==> config.mk <==
export PLATFORM = sky130hd
export DESIGN_NAME = utf8_invalid_byte_filter_unit
export DESIGN_NICKNAME = d
export VERILOG_FILES = /design/src/hw/rtl/utf8f_pkg.sv /design/src/hw/rtl/utf8f_seq.sv /design/src/hw/rtl/utf8f_emit.sv /design/src/hw/rtl/utf8_invalid_byte_filter_unit.sv
export SDC_FILE = /design/constraint.sdc
export NUM_CORES = 1
export LEC_CHECK = 0
export ABC_AREA = 0
export BUFFER_PORTS_ARGS = -buffer_cell sky130_fd_sc_hd__buf_2
export CAP_MARGIN = 20
export CORE_ASPECT_RATIO = 1.1
export CORE_UTILIZATION = 40
export CTS_CLUSTER_DIAMETER = 50
export DETAILED_ROUTE_END_ITERATION = 10
export GPL_ROUTABILITY_DRIVEN = 0
export PLACE_DENSITY_LB_ADDON = 0.1
export SETUP_SLACK_MARGIN = 0.02
export SYNTH_ARGS = -nofsm -noshare
export SYNTH_HDL_FRONTEND = slang
export SYNTH_SLANG_ARGS = --single-unit
==> constraint.sdc <==
create_clock -name clock -period 7.6 [get_ports clock]
set_input_delay 1.52 -clock clock [delete_from_list [all_inputs] [get_ports clock]]
set_output_delay 1.52 -clock clock [all_outputs]
set_load 0.02 [all_outputs]
==> src/hw/rtl/utf8f_pkg.sv <==
package utf8f_pkg;

   localparam int unsigned BYTE_W    = 8;
   localparam int unsigned KEPT_W    = 16;
   localparam int unsigned PEND_DEPTH = 5;
   localparam int unsigned RUN_MAX   = 6;
   localparam int unsigned CNT_W     = 3;

   // One group of result beats caused by a single input beat.
   typedef struct packed {
      logic [RUN_MAX-1:0][BYTE_W-1:0] bytes;
      logic [CNT_W-1:0]               cnt;
      logic                           byte_valid;
      logic                           last;
      logic [KEPT_W-1:0]              kept;
   } run_type;

   // Number of continuation bytes announced by a lead byte; zero if the byte
   // does not open a multi-byte sequence.
   function automatic logic [CNT_W-1:0] lead_conts(input logic [BYTE_W-1:0] b);
      logic [CNT_W-1:0] k;
      k = '0;
      case (b) inside
         8'b110?????: k = 3'd1;
         8'b1110????: k = 3'd2;
         8'b11110???: k = 3'd3;
         8'b111110??: k = 3'd4;
         8'b1111110?: k = 3'd5;
         default:     k = 3'd0;
      endcase
      return k;
   endfunction

endpackage

==> src/hw/rtl/utf8f_seq.sv <==
module utf8f_seq #(
   parameter int unsigned COUNT_BITS = 16
) (
   input  logic                      clock,
   input  logic                      reset,
   input  logic                      take,
   input  logic [utf8f_pkg::BYTE_W-1:0] in_byte,
   input  logic                      last_byte,
   output logic                      run_load,
   output utf8f_pkg::run_type        run
);
   import utf8f_pkg::*;

   logic [BYTE_W-1:0]     pend_ff [PEND_DEPTH];
   logic [BYTE_W-1:0]     pend_in [PEND_DEPTH];
   logic [CNT_W-1:0]      expect_ff, expect_in;
   logic [CNT_W-1:0]      seen_ff, seen_in;
   logic [COUNT_BITS-1:0] total_ff, total_in;

   logic                  is_cont;
   logic                  complete;
   logic [CNT_W-1:0]      lead_k;
   logic [CNT_W-1:0]      n_kept;
   logic [COUNT_BITS:0]   sum;
   logic [COUNT_BITS-1:0] total_sat;
   logic [KEPT_W-1:0]     kept_rep;

   assign is_cont  = (in_byte[7:6] == 2'b10);
   assign lead_k   = lead_conts(in_byte);
   assign complete = is_cont && (expect_ff != '0) &&
                     (({1'b0, seen_ff} + 4'd1) >= {1'b0, expect_ff});

   always_comb begin
      if (complete) begin
         n_kept = seen_ff + 3'd2;
      end else if (!in_byte[7]) begin
         n_kept = 3'd1;
      end else begin
         n_kept = 3'd0;
      end
   end

   assign sum       = {1'b0, total_ff} + {{(COUNT_BITS+1-CNT_W){1'b0}}, n_kept};
   assign total_sat = sum[COUNT_BITS] ? {COUNT_BITS{1'b1}} : sum[COUNT_BITS-1:0];

   generate
      if (COUNT_BITS >= KEPT_W) begin : g_wide
         assign kept_rep = total_sat[KEPT_W-1:0];
      end else begin : g_narrow
         assign kept_rep = {{(KEPT_W-COUNT_BITS){1'b0}}, total_sat};
      end
   endgenerate

   // Next state of the sequence tracker.
   always_comb begin
      for (int i = 0; i < PEND_DEPTH; i++) begin
         pend_in[i] = pend_ff[i];
      end
      expect_in = expect_ff;
      seen_in   = seen_ff;
      if (is_cont) begin
         if (complete) begin
            expect_in = '0;
            seen_in   = '0;
         end else if (expect_ff != '0) begin
            for (int i = 1; i < PEND_DEPTH; i++) begin
               if (3'(i) == seen_ff + 3'd1) begin
                  pend_in[i] = in_byte;
               end
            end
            seen_in = seen_ff + 3'd1;
         end
      end else begin
         // A non-continuation byte always breaks what was pending.
         seen_in   = '0;
         expect_in = lead_k;
         if (lead_k != '0) begin
            pend_in[0] = in_byte;
         end
      end
      if (last_byte) begin
         expect_in = '0;
         seen_in   = '0;
      end
      total_in = last_byte ? '0 : total_sat;
   end

   // Result group for this beat.
   always_comb begin
      run = '0;
      run.last = last_byte;
      run.kept = kept_rep;
      if (complete) begin
         for (int i = 0; i < PEND_DEPTH; i++) begin
            if (3'(i) <= seen_ff) begin
               run.bytes[i] = pend_ff[i];
            end else if (3'(i) == seen_ff + 3'd1) begin
               run.bytes[i] = in_byte;
            end
         end
         if (seen_ff == 3'(PEND_DEPTH - 1)) begin
            run.bytes[RUN_MAX-1] = in_byte;
         end
         run.cnt        = n_kept;
         run.byte_valid = 1'b1;
      end else if (!in_byte[7]) begin
         run.bytes[0]   = in_byte;
         run.cnt        = 3'd1;
         run.byte_valid = 1'b1;
      end else begin
         run.cnt        = 3'd1;
         run.byte_valid = 1'b0;
      end
   end

   assign run_load = take && ((n_kept != '0) || last_byte);

   always_ff @(posedge clock) begin
      if (take) begin
         for (int i = 0; i < PEND_DEPTH; i++) begin
            pend_ff[i] <= pend_in[i];
         end
      end
   end

   always_ff @(posedge clock) begin
      if (reset) begin
         expect_ff <= '0;
         seen_ff   <= '0;
         total_ff  <= '0;
      end else if (take) begin
         expect_ff <= expect_in;
         seen_ff   <= seen_in;
         total_ff  <= total_in;
      end
   end

endmodule

==> src/hw/rtl/utf8f_emit.sv <==
module utf8f_emit (
   input  logic                          clock,
   input  logic                          reset,
   input  logic                          run_load,
   input  utf8f_pkg::run_type            run,
   output logic                          load_ready,
   output logic                          rsp_valid,
   input  logic                          rsp_ready,
   output logic [utf8f_pkg::BYTE_W-1:0]  rsp_out_byte,
   output logic                          rsp_byte_valid,
   output logic                          rsp_last_of_run,
   output logic                          rsp_end_of_string,
   output logic [utf8f_pkg::KEPT_W-1:0]  rsp_kept_count
);
   import utf8f_pkg::*;

   logic [RUN_MAX-1:0][BYTE_W-1:0] bytes_ff, bytes_in;
   logic [CNT_W-1:0]               remain_ff, remain_in;
   logic                           busy_ff, busy_in;
   logic                           bval_ff, last_ff;
   logic [KEPT_W-1:0]              kept_ff;
   logic                           beat;
   logic                           final_beat;

   assign beat       = busy_ff && rsp_ready;
   assign final_beat = beat && (remain_ff == 3'd1);
   assign load_ready = !busy_ff || final_beat;

   assign rsp_valid         = busy_ff;
   assign rsp_out_byte      = bytes_ff[0];
   assign rsp_byte_valid    = bval_ff;
   assign rsp_last_of_run   = (remain_ff == 3'd1);
   assign rsp_end_of_string = rsp_last_of_run && last_ff;
   assign rsp_kept_count    = rsp_end_of_string ? kept_ff : '0;

   always_comb begin
      bytes_in  = bytes_ff;
      remain_in = remain_ff;
      busy_in   = busy_ff;
      if (run_load) begin
         bytes_in  = run.bytes;
         remain_in = run.cnt;
         busy_in   = 1'b1;
      end else if (final_beat) begin
         busy_in = 1'b0;
      end else if (beat) begin
         bytes_in  = {{BYTE_W{1'b0}}, bytes_ff[RUN_MAX-1:1]};
         remain_in = remain_ff - 3'd1;
      end
   end

   always_ff @(posedge clock) begin
      bytes_ff  <= bytes_in;
      remain_ff <= remain_in;
      if (run_load) begin
         bval_ff <= run.byte_valid;
         last_ff <= run.last;
         kept_ff <= run.kept;
      end
   end

   always_ff @(posedge clock) begin
      if (reset) begin
         busy_ff <= 1'b0;
      end else begin
         busy_ff <= busy_in;
      end
   end

endmodule

==> src/hw/rtl/utf8_invalid_byte_filter_unit.sv <==
// A byte that completes a sequence or is plain ASCII shows its first result beat
// in the cycle after it is accepted.
// Throughput: one input beat per cycle while each beat yields at most one result
// and the receiver is ready; a completed sequence holds the input while the
// output register drains it one beat per ready cycle.
// Reset: synchronous, active high; clears the pending sequence, the kept count
// and the busy flag of the output register.
module utf8_invalid_byte_filter_unit #(
   parameter int unsigned COUNT_BITS = 16
) (
   input  logic                         clock,
   input  logic                         reset,
   input  logic                         req_valid,
   output logic                         req_ready,
   input  logic [utf8f_pkg::BYTE_W-1:0] req_in_byte,
   input  logic                         req_last_byte,
   output logic                         rsp_valid,
   input  logic                         rsp_ready,
   output logic [utf8f_pkg::BYTE_W-1:0] rsp_out_byte,
   output logic                         rsp_byte_valid,
   output logic                         rsp_last_of_run,
   output logic                         rsp_end_of_string,
   output logic [utf8f_pkg::KEPT_W-1:0] rsp_kept_count
);
   import utf8f_pkg::*;

   // The design has two parts. The sequence tracker decodes each accepted
   // beat against the pending lead byte and continuations, and in the same
   // cycle forms the group of bytes that the beat releases (possibly none).
   // The emitter registers that group and hands out one beat per ready cycle.

   logic    take;
   logic    run_load;
   logic    load_ready;
   run_type run;

   // A new input beat is taken whenever the emitter is empty or is handing
   // out the final beat of its current group in this very cycle, so single
   // byte results stream at full rate without a bubble.
   assign req_ready = load_ready;
   assign take      = req_valid && load_ready;

   utf8f_seq #(
      .COUNT_BITS(COUNT_BITS)
   ) u_seq (
      .clock    (clock),
      .reset    (reset),
      .take     (take),
      .in_byte  (req_in_byte),
      .last_byte(req_last_byte),
      .run_load (run_load),
      .run      (run)
   );

   // The emitter keeps the group in a shift line; the head is always the
   // current result beat, and the end-of-string count shows on the last one.
   utf8f_emit u_emit (
      .clock            (clock),
      .reset            (reset),
      .run_load         (run_load),
      .run              (run),
      .load_ready       (load_ready),
      .rsp_valid        (rsp_valid),
      .rsp_ready        (rsp_ready),
      .rsp_out_byte     (rsp_out_byte),
      .rsp_byte_valid   (rsp_byte_valid),
      .rsp_last_of_run  (rsp_last_of_run),
      .rsp_end_of_string(rsp_end_of_string),
      .rsp_kept_count   (rsp_kept_count)
   );

endmodule

==> results of run 1 <==
==> how the worst max path moves through the flow <==
stage / startpoint / to / cells after the start
after CTS: u_seq.seen_ff[0]$_SDFFE_PP0P_ / u_seq.total_ff[13]$_SDFFE_PP0P_ / 18
final: u_seq.seen_ff[0]$_SDFFE_PP0P_ / u_seq.total_ff[13]$_SDFFE_PP0P_ / 18
after global routing: u_seq.seen_ff[0]$_SDFFE_PP0P_ / u_seq.total_ff[13]$_SDFFE_PP0P_ / 18
after floorplan: rsp_ready / u_emit.bytes_ff[10]$_DFFE_PP_ / 2
after detailed placement: req_in_byte[7] / u_seq.total_ff[13]$_SDFFE_PP0P_ / 15
after global placement: req_in_byte[7] / u_seq.total_ff[13]$_SDFFE_PP0P_ / 15
==> cell families after synthesis <==
family / synth area share, %
and+or+nand+nor: 13.3
muxes: 3.44
other: 0.0577
xor gates and xnor gates: 1.48
AOI/OAI and AO/OA: 15.7
buffers and inverters: 4.73
adders and majority gates: 3.96
DFF: 57.4
==> per-stage QoR <==
| step | utilization (%) | cell area [um^2] | instances |
|---|---|---|---|
| 6_report | 46.8 | 7390 | 793 |
| 5_1_grt | 46.8 | 7390 | 793 |
| 4_1_cts | 46.7 | 7380 | 792 |
| 3_5_place_dp | 43.0 | 6790 | 760 |
| 3_3_place_gp | 43.0 | 6790 | 760 |
| 2_1_floorplan | - | 6500 | 560 |
==> worst reg2reg max path, cell delays in order (launching register included) <==
cell,delay [ns]
dfxtp_1,0.61
ha_1,0.37
xnor2_1,0.27
inv_1,0.13
ha_1,0.32
nand2_1,0.07
o21ai_0,0.33
nand2_1,0.32
buf_4,0.34
nand2_1,0.14
a21boi_0,0.20
ha_1,0.19
inv_1,0.06
fa_1,0.40
nor2b_1,0.26
o211a_1,0.27
nand3_1,0.66
and4_1,0.52
nor3_1,0.16
==> final cells by class <==
type                    instances  area [um^2]
inverters                      21         78.8
flip-flops and latches        132         3730
fillers                      1470         8410
clock inverters                13          158
well taps                     200          250
repair buffers                 46          243
clock buffers                  19          433
multi-input cells             362         2490
==> layout by cell type (no fill, tap or decap), drive strengths merged, types with 20 or more instances in the layout <==
cell type  count
inv           22
a21oi         27
a21o          27
dfxtp         23
clkbuf        20
nor3          35
and3          31
buf           45
edfxtp       109
nand2         47
==> power groups by stage <==
| stage | registers (mW) | logic [mW] | clock network (mW) |
|---|---|---|---|
| after floorplan | 0.862 | 0.104 | 0 |
| after global placement | 0.862 | 0.140 | 0 |
| after detailed placement | 0.863 | 0.142 | 0 |
| after CTS | 0.848 | 0.143 | 0.838 |
| after global routing | 0.851 | 0.156 | 0.867 |
| final | 0.848 | 0.141 | 0.823 |
==> routing by layer <==
layer  wire length, um  up-vias  GRT usage [%]
met5                 0        -              0
met4               178        0           6.49
met3               714       16           4.29
met2              6560      113           27.0
met1              7350     2190           27.7
li1                  -     2147              -
==> flip-flops by register name, summed over array words and instances, names as in the netlist <==
name and count:
u_emit.remain_ff 3, u_seq.pend_ff 40, u_emit.bytes_ff 40, u_seq.total_ff 16
u_emit.kept_ff 16, u_emit.rsp_out_byte 8, u_emit.rsp_byte_valid 1, u_seq.seen_ff 3
u_emit.last_ff 1, u_seq.expect_ff 3, u_emit.rsp_valid 1
==> Yosys cell counts (all sizes together) (17+ instances only) <==
cell	number
mux2	19
and3	31
ha	19
nor3	35
a21oi	27
clkbuf	25
dfxtp	23
o21ai	17
edfxtp	109
inv	21
nand2	47
buf	20
a21o	27
==> out/metrics.yaml, run 1 <==
timing:
  tightest_slew_ns: 1.02
  max_slew_margin_pct: 31.8
  fin_skew_ns: 0.00829
  fin_crit_sh_pct: 74.9
  max_freq_mhz: 176
  setup_tns_ns: 0
  finalHoldViolCount: 0
  rsz0062_at_grt: "no"
  period_needed_ns: 5.69
  final_max_slew_viol_count: 0
  layout_setup_ws_ns: 1.91
  hold_slack_ns: 0.466
  setup_viol: 0
synth:
  synth_seq_cells: 132
  ys_types: 61
  async_reset_ff_share_pct: 0
  synthesis.nets: 593
  yosysWarnings: 0
  ys.flop_type: "edfxtp_1"
  yosysSeqAreaShare_pct: 57.4
  netlist.area_leader.share_pct: 50.3
  synth_area_um2: 6500
  netlist_instances: 560
  synth_area_leaders: "edfxtp_1 (50%), dfxtp_1 (7.1%), ha_1 (3.7%)"
  synth_top_area_cell: "edfxtp_1"
  avgSynthCellArea_um2: 11.6
  synth-edff-count: 109
setup_path:
  path_max_fanout: 29
  ff2ff_setup_slack_ns: 1.91
  r2r_cells: 18
  reg2reg_to: "u_seq.total_ff[13]$_SDFFE_PP0P_"
  cp_top_family: "simple AND/OR/NAND/NOR gates"
  crit_slowest_cell: "nand3_1"
  cp_cell_sequence: "ha_1 -> xnor2_1 -> inv_1 -> ha_1 -> nand2_1 -> o21ai_0 -> nand2_1 -> buf_4 -> nand2_1 -> a21boi_0 -> ha_1 -> inv_1 -> fa_1 -> nor2b_1 -> o211a_1 -> nand3_1 -> and4_1 -> nor3_1"
  worst_setup_path_start_kind: "register"
  worstPathArrival_ns: 6.02
  critPathKind: "register to register"
  worst_ep_required_time_ns: 7.94
  cp.buffers_inverters: 3
  cp-end-kind: "register"
  slowest_delay_ns: 0.66
  r2r-start: "u_seq.seen_ff[0]$_SDFFE_PP0P_"
power:
  switching_share_pct: 23.0
  p_leak_nw: 2.93
  power_density_nw_per_um2: 245
  p_comb_share_pct: 7.8
  p_seq_share_pct: 46.8
  total_power_mw: 1.81
  ir_drop_uv: 149
  internal_power_mw: 1.39
  clockPowerShare_pct: 45.4
  power.switching_mw: 0.417
global_route:
  grt_max_degree: 52
  grt_first_pass_wirelength_um: 23400
  grt_pass1_vias: 4168
  gr-total-overflow: 0
  grt_usage_pct: 18.9
  antenna_found_initial: 0
die:
  die-width_um: 124
  start_util_pct: 41.2
  num_io_pins: 42
  fp.dieArea_um2: 16800
  rows: 48
  die_h_um: 136
  coreArea_um2: 15800
min_path:
  hold_path.class: "register to register"
  min_to: "u_seq.total_ff[0]$_SDFFE_PP0P_"
  whs_path_depth: 2
  hold_start: "u_seq.total_ff[0]$_SDFFE_PP0P_"
cts:
  cts_resized: 0
  cts_root_buf: "clkbuf_16"
  cts_buffer_depth: 2
  cts_tree: "yes"
  clkTransAtPathRegs_ns: 0.05
  postCtsSetupBuffers: 0
  htreeDepth: 4
  numCtsBuffers: 17
  cts_hold_buffers: 0
  clk_latency_ns: 0.42
  clock_sinks: 132
routing:
  first_iter_violations: 393
  viasPerCell: 5.63
  drc_errors: 0
  avgRoutedWirePerCell_um: 18.7
  vias: 4466
  totalWireLength_um: 14800
  drtPass1Iterations: 5
  ant_nets: 0
placed_design:
  place_ws_ns: 1.90
  dp_hpwl_um: 9720
  io_buffers: 41
final_layout:
  insertedDiodeCount: 0
  nets: 613
  drive_gt1_share_pct: 15.7
  synthToLayoutAreaGrowth_pct: 13.6
job:
  maxCapViolations: 0
run_status:
  status: "finished, final reports clean"
(Power assumes the default switching activity.)
==> run 2: changes to the inputs <==
- clock period: 7.6 -> 4.7 ns (I/O delays scaled with it)
==> run 2 against run 1 <==
  * Critical path depth decreased by 2
  * Routed wire length increased by 3.1%
  * Sequential cell count unchanged
  * Total power increased by 64%
  * Die area unchanged
  * Critical endpoint is now u_seq.total_ff[3]$_SDFFE_PP0P_
==> out/metrics.yaml, run 2 (synthesized netlist as in run 1, its figures left out) <==
power:
  p_leak_nw: 2.97
  clockPowerShare_pct: 45.8
  power_density_nw_per_um2: 397
  ir_drop_uv: 284
  internal_power_mw: 2.26
  power.switching_mw: 0.700
  p_comb_share_pct: 8.0
  switching_share_pct: 23.6
  p_seq_share_pct: 46.2
die:
  start_util_pct: 41.2
  die-width_um: 124
  coreArea_um2: 15800
  rows: 48
  fp.dieArea_um2: 16800
  die_h_um: 136
  num_io_pins: 42
setup_path:
  worstPathArrival_ns: 4.60
  slowest_delay_ns: 0.40
  worst_ep_required_time_ns: 5.00
  crit_slowest_cell: "fa_1"
  cp-end-kind: "register"
  crit_start: "u_seq.seen_ff[1]$_SDFFE_PP0P_"
  path_max_fanout: 7
  r2r-start: "u_seq.seen_ff[1]$_SDFFE_PP0P_"
  worst_setup_path_start_kind: "register"
  cp_cell_sequence: "ha_2 -> xnor2_2 -> inv_1 -> ha_1 -> a221oi_1 -> o21a_1 -> nor2_1 -> a21boi_0 -> ha_1 -> inv_1 -> fa_1 -> nor2b_1 -> o211a_1 -> and3_1 -> o21ai_0 -> a2111oi_0"
  critPathKind: "register to register"
  cp.buffers_inverters: 2
  cp_top_family: "compound AO/OA/AOI/OAI gates"
min_path:
  hold_start: "u_seq.total_ff[0]$_SDFFE_PP0P_"
  hold_path.class: "register to register"
run_status:
  status: "finished, final reports clean"
final_layout:
  synthToLayoutAreaGrowth_pct: 14.7
  final_cell_mix: "edfxtp_1 (109), nand2_1 (47), buf_2 (41)"
  layout.cells.non_filler: 799
  layout_commonest_cell: "edfxtp_1"
  nets: 619
  drive_gt1_share_pct: 17.0
  top_regs: "u_emit.bytes_ff (40), u_seq.pend_ff (40)"
  nFillCells: 1450
  insertedDiodeCount: 0
  fin_util_pct: 47.2
cts:
  clk_latency_ns: 0.42
  cts_root_buf: "clkbuf_16"
  htreeDepth: 4
  clkTransAtPathRegs_ns: 0.05
  clock_sinks: 132
  cts_buffer_depth: 2
  numCtsBuffers: 17
  cts_tree: "yes"
  cts_hold_buffers: 0
  postCtsSetupBuffers: 0
job:
  maxCapViolations: 0
routing:
  vias: 4534
  drtPass1Iterations: 6
  ant_nets: 0
  avgRoutedWirePerCell_um: 19.1
  first_iter_violations: 360
  totalWireLength_um: 15300
  drc_errors: 0
  viasPerCell: 5.67
timing:
  fin_crit_sh_pct: 91.4
  hold_slack_ns: 0.467
  period_needed_ns: 4.30
  max_freq_mhz: 233
  tightest_slew_ns: 1.11
  finalHoldViolCount: 0
  fin_skew_ns: 0.0104
  setup_tns_ns: 0
  max_slew_margin_pct: 25.4
  final_max_slew_viol_count: 0
  rsz0062_at_grt: "no"
  setup_viol: 0
placed_design:
  dp_hpwl_um: 10000
  io_buffers: 41
  placed_cells: 767
global_route:
  grt_usage_pct: 19.3
  grt_first_pass_wirelength_um: 24100
  grt_pass1_vias: 4241
  antenna_found_initial: 0
  gr-total-overflow: 0
  grt_max_degree: 38
run 2: cell count changes in the layout (fill, tap and decap cells not counted), sizes merged:
| cell | change |
|---|---|
| clkbuf | -3 |
| buf | +7 |
| inv | +4 |
| clkinv | -2 |
run 2: per-stage QoR:
stage                     power, mW  cell area [um^2]  setup slack [ns]
after floorplan                1.56              6500             0.137
after global placement         1.63              6850             0.559
after detailed placement       1.63              6850             0.301
after CTS                      2.99              7450             0.271
after global routing           3.07              7460            0.0605
final                          2.96              7460             0.403
run 2: final cells by class:
type | instances | area, um^2 | share of cell area [%]
Clock inverter | 15 | 175 | 2.35
Inverter | 21 | 78.8 | 1.06
Sequential cell | 132 | 3730 | 50.1
Tap cell | 200 | 250 | 3.36
Timing Repair Buffer | 52 | 300 | 4.03
Clock buffer | 17 | 425 | 5.70
Multi-Input combinational cell | 362 | 2490 | 33.5
run 2: path summary, 6_finish.rpt:
kind	end	slack, ns	cells after the start
setup reg to reg	u_seq.total_ff[3]$_SDFFE_PP0P_	0.40	16
setup / recovery	u_seq.total_ff[3]$_SDFFE_PP0P_	0.40	16
hold reg to reg	u_seq.total_ff[0]$_SDFFE_PP0P_	0.47	2
hold / removal	u_seq.total_ff[0]$_SDFFE_PP0P_	0.47	2
run 2: layer usage:
metal | track usage, % | routed length [um] | up-vias
met1 | 28.9 | 7560 | 2222
met4 | 7.03 | 176 | 0
met2 | 27.4 | 6760 | 144
met3 | 3.83 | 759 | 14
li1 | - | - | 2154
met5 | 0 | 0 | -
run 2: repair_timing:
| action | in CTS | in global routing |
|---|---|---|
| gates resized for setup | 0 | 2 |
| setup endpoints to repair | 0 | 4 |
| hold endpoints to repair | 0 | 0 |
run 2: worst min-delay path, stage by stage (launching register included):
cell and delay, ns:
dfxtp_1 0.31, nand2_1 0.05, a21oi_1 0.06
run 2: power groups by stage:
| stage | combinational [mW] | sequential, mW | clock (mW) |
|---|---|---|---|
| after detailed placement | 0.239 | 1.39 | 0 |
| after global routing | 0.263 | 1.38 | 1.43 |
| final | 0.238 | 1.37 | 1.36 |
| after CTS | 0.242 | 1.37 | 1.38 |
| after floorplan | 0.169 | 1.39 | 0 |
| after global placement | 0.236 | 1.39 | 0 |
==> run 3: changes to the inputs <==
- CORE_UTILIZATION: 40 -> 50
==> run 3 against run 2 <==
  * Register-to-register slack about the same
  * Highest routed layer unchanged
  * Worst setup slack got worse by 0.0051 ns
  * Critical path type unchanged
  * Largest power group is now clock
  * Sequential cell count is the same
==> out/metrics.yaml, run 3 (synthesized netlist as in run 1, its figures left out) <==
global_route:
  antenna_found_initial: 0
  use_met1_pct: 32.0
  use_met2_pct: 32.2
  grt_pass1_vias: 4295
  busiest_layer: "met2"
  grt_usage_pct: 22.1
  grtUsageMet3_pct: 5.47
  grt_first_pass_wirelength_um: 22600
  grt_max_degree: 38
  gr-total-overflow: 0
final_layout:
  insertedDiodeCount: 0
  layout_commonest_cell: "edfxtp_1"
  final_cell_mix: "edfxtp_1 (109), nand2_1 (47), buf_2 (41)"
  top_regs: "u_emit.bytes_ff (40), u_seq.pend_ff (40)"
  nFillCells: 1031
  drive_gt1_share_pct: 17.0
  nets: 619
  synthToLayoutAreaGrowth_pct: 14.3
setup_path:
  worst_setup_path_start_kind: "register"
  worst_ep_required_time_ns: 5.00
  path_common_cell: "ha_1"
  cp-end-kind: "register"
  cp_cell_sequence: "ha_1 -> xnor2_2 -> inv_1 -> ha_1 -> a221oi_1 -> o21a_1 -> nor2_1 -> a21boi_0 -> ha_1 -> inv_1 -> fa_1 -> nor2b_1 -> o211a_1 -> and3_2 -> o21ai_0 -> a2111oi_0"
  path_max_fanout: 7
  worstPathArrival_ns: 4.60
  r2r_cells: 16
  slowest_delay_ns: 0.40
  critPathKind: "register to register"
  crit_slowest_cell: "fa_1"
cts:
  cts_hold_buffers: 0
  clk_latency_ns: 0.42
  clkTransAtPathRegs_ns: 0.06
  numCtsBuffers: 17
  cts_buffer_depth: 2
  clock_sinks: 132
  postCtsSetupBuffers: 0
  cts_resized: 0
  cts_tree: "yes"
  cts_root_buf: "clkbuf_16"
  htreeDepth: 4
timing:
  fin_crit_sh_pct: 91.5
  rsz0062_at_grt: "no"
  period_needed_ns: 4.30
  max_freq_mhz: 232
  tightest_slew_ns: 1.07
  hold_slack_ns: 0.465
  max_slew_margin_pct: 28.2
  final_max_slew_viol_count: 0
  fin_skew_ns: 0.00657
  setup_tns_ns: 0
  finalHoldViolCount: 0
  setup_viol: 0
routing:
  first_iter_violations: 330
  drc_errors: 0
  avgRoutedWirePerCell_um: 18.6
  totalWireLength_um: 14100
  drtPass1Iterations: 5
  ant_nets: 0
  viasPerCell: 5.97
  vias: 4511
power:
  p_leak_nw: 2.98
  power_density_nw_per_um2: 408
  ir_drop_uv: 310
  total_power_mw: 3.03
placed_design:
  dp_hpwl_um: 9430
  io_buffers: 41
die:
  coreArea_um2: 12600
  num_io_pins: 42
  die-width_um: 111
  die_h_um: 122
  start_util_pct: 51.4
  fp.dieArea_um2: 13500
  rows: 43
run_status:
  status: "finished, final reports clean"
min_path:
  whs_path_depth: 2
  hold_path.class: "register to register"
job:
  maxCapViolations: 0
[run 3: worst paths after layout]
check | startpoint | to | slack, ns
setup / recovery | u_seq.seen_ff[0]$_SDFFE_PP0P_ | u_seq.total_ff[3]$_SDFFE_PP0P_ | 0.40
hold / removal | u_seq.total_ff[0]$_SDFFE_PP0P_ | u_seq.total_ff[0]$_SDFFE_PP0P_ | 0.47
setup reg to reg | u_seq.seen_ff[0]$_SDFFE_PP0P_ | u_seq.total_ff[3]$_SDFFE_PP0P_ | 0.40
hold reg to reg | u_seq.total_ff[0]$_SDFFE_PP0P_ | u_seq.total_ff[0]$_SDFFE_PP0P_ | 0.47
[run 3: worst max-delay path, delay by kind of cell, from the launching register on]
kind                       cells  cell delay, ns
AOI/OAI and AO/OA              6            1.61
buffers and inverters          2            0.15
adders and majority gates      4            1.20
DFF                            1            0.31
and+or+nand+nor                3            0.66
xor gates and xnor gates       1            0.25
[run 3: per-layer routing]
metal  up-vias  share of wire [%]
met3        23                5.2
met1      2165                 50
met4         0                1.8
li1       2158                  -
met2       165                 43
met5         -                  0
[run 3: report_power, final]
group          total (mW)  switching, mW  internal (mW)
combinational       0.228          0.151         0.0769
clock                1.44          0.498          0.940
sequential           1.37         0.0205           1.35
[run 3: layout make-up]
class / count / area [um^2] / area share [%]
inverter: 21 / 78.8 / 1.06
sequential: 132 / 3730 / 50.2
clock inverter: 13 / 205 / 2.76
multi-input combinational: 362 / 2500 / 33.6
timing repair buffer: 52 / 288 / 3.87
clock buffer: 19 / 433 / 5.82
tap: 157 / 196 / 2.64
[run 3: stage by stage]
stage	worst slack (ns)	std cells	instance area, um^2	utilization (%)
floorplan	0.137	560	6500	-
global placement	0.418	724	6780	53.6
detailed placement	0.315	724	6780	53.6
CTS	0.282	756	7420	58.7
global route	0.0720	756	7430	58.8
finish	0.398	756	7430	58.8
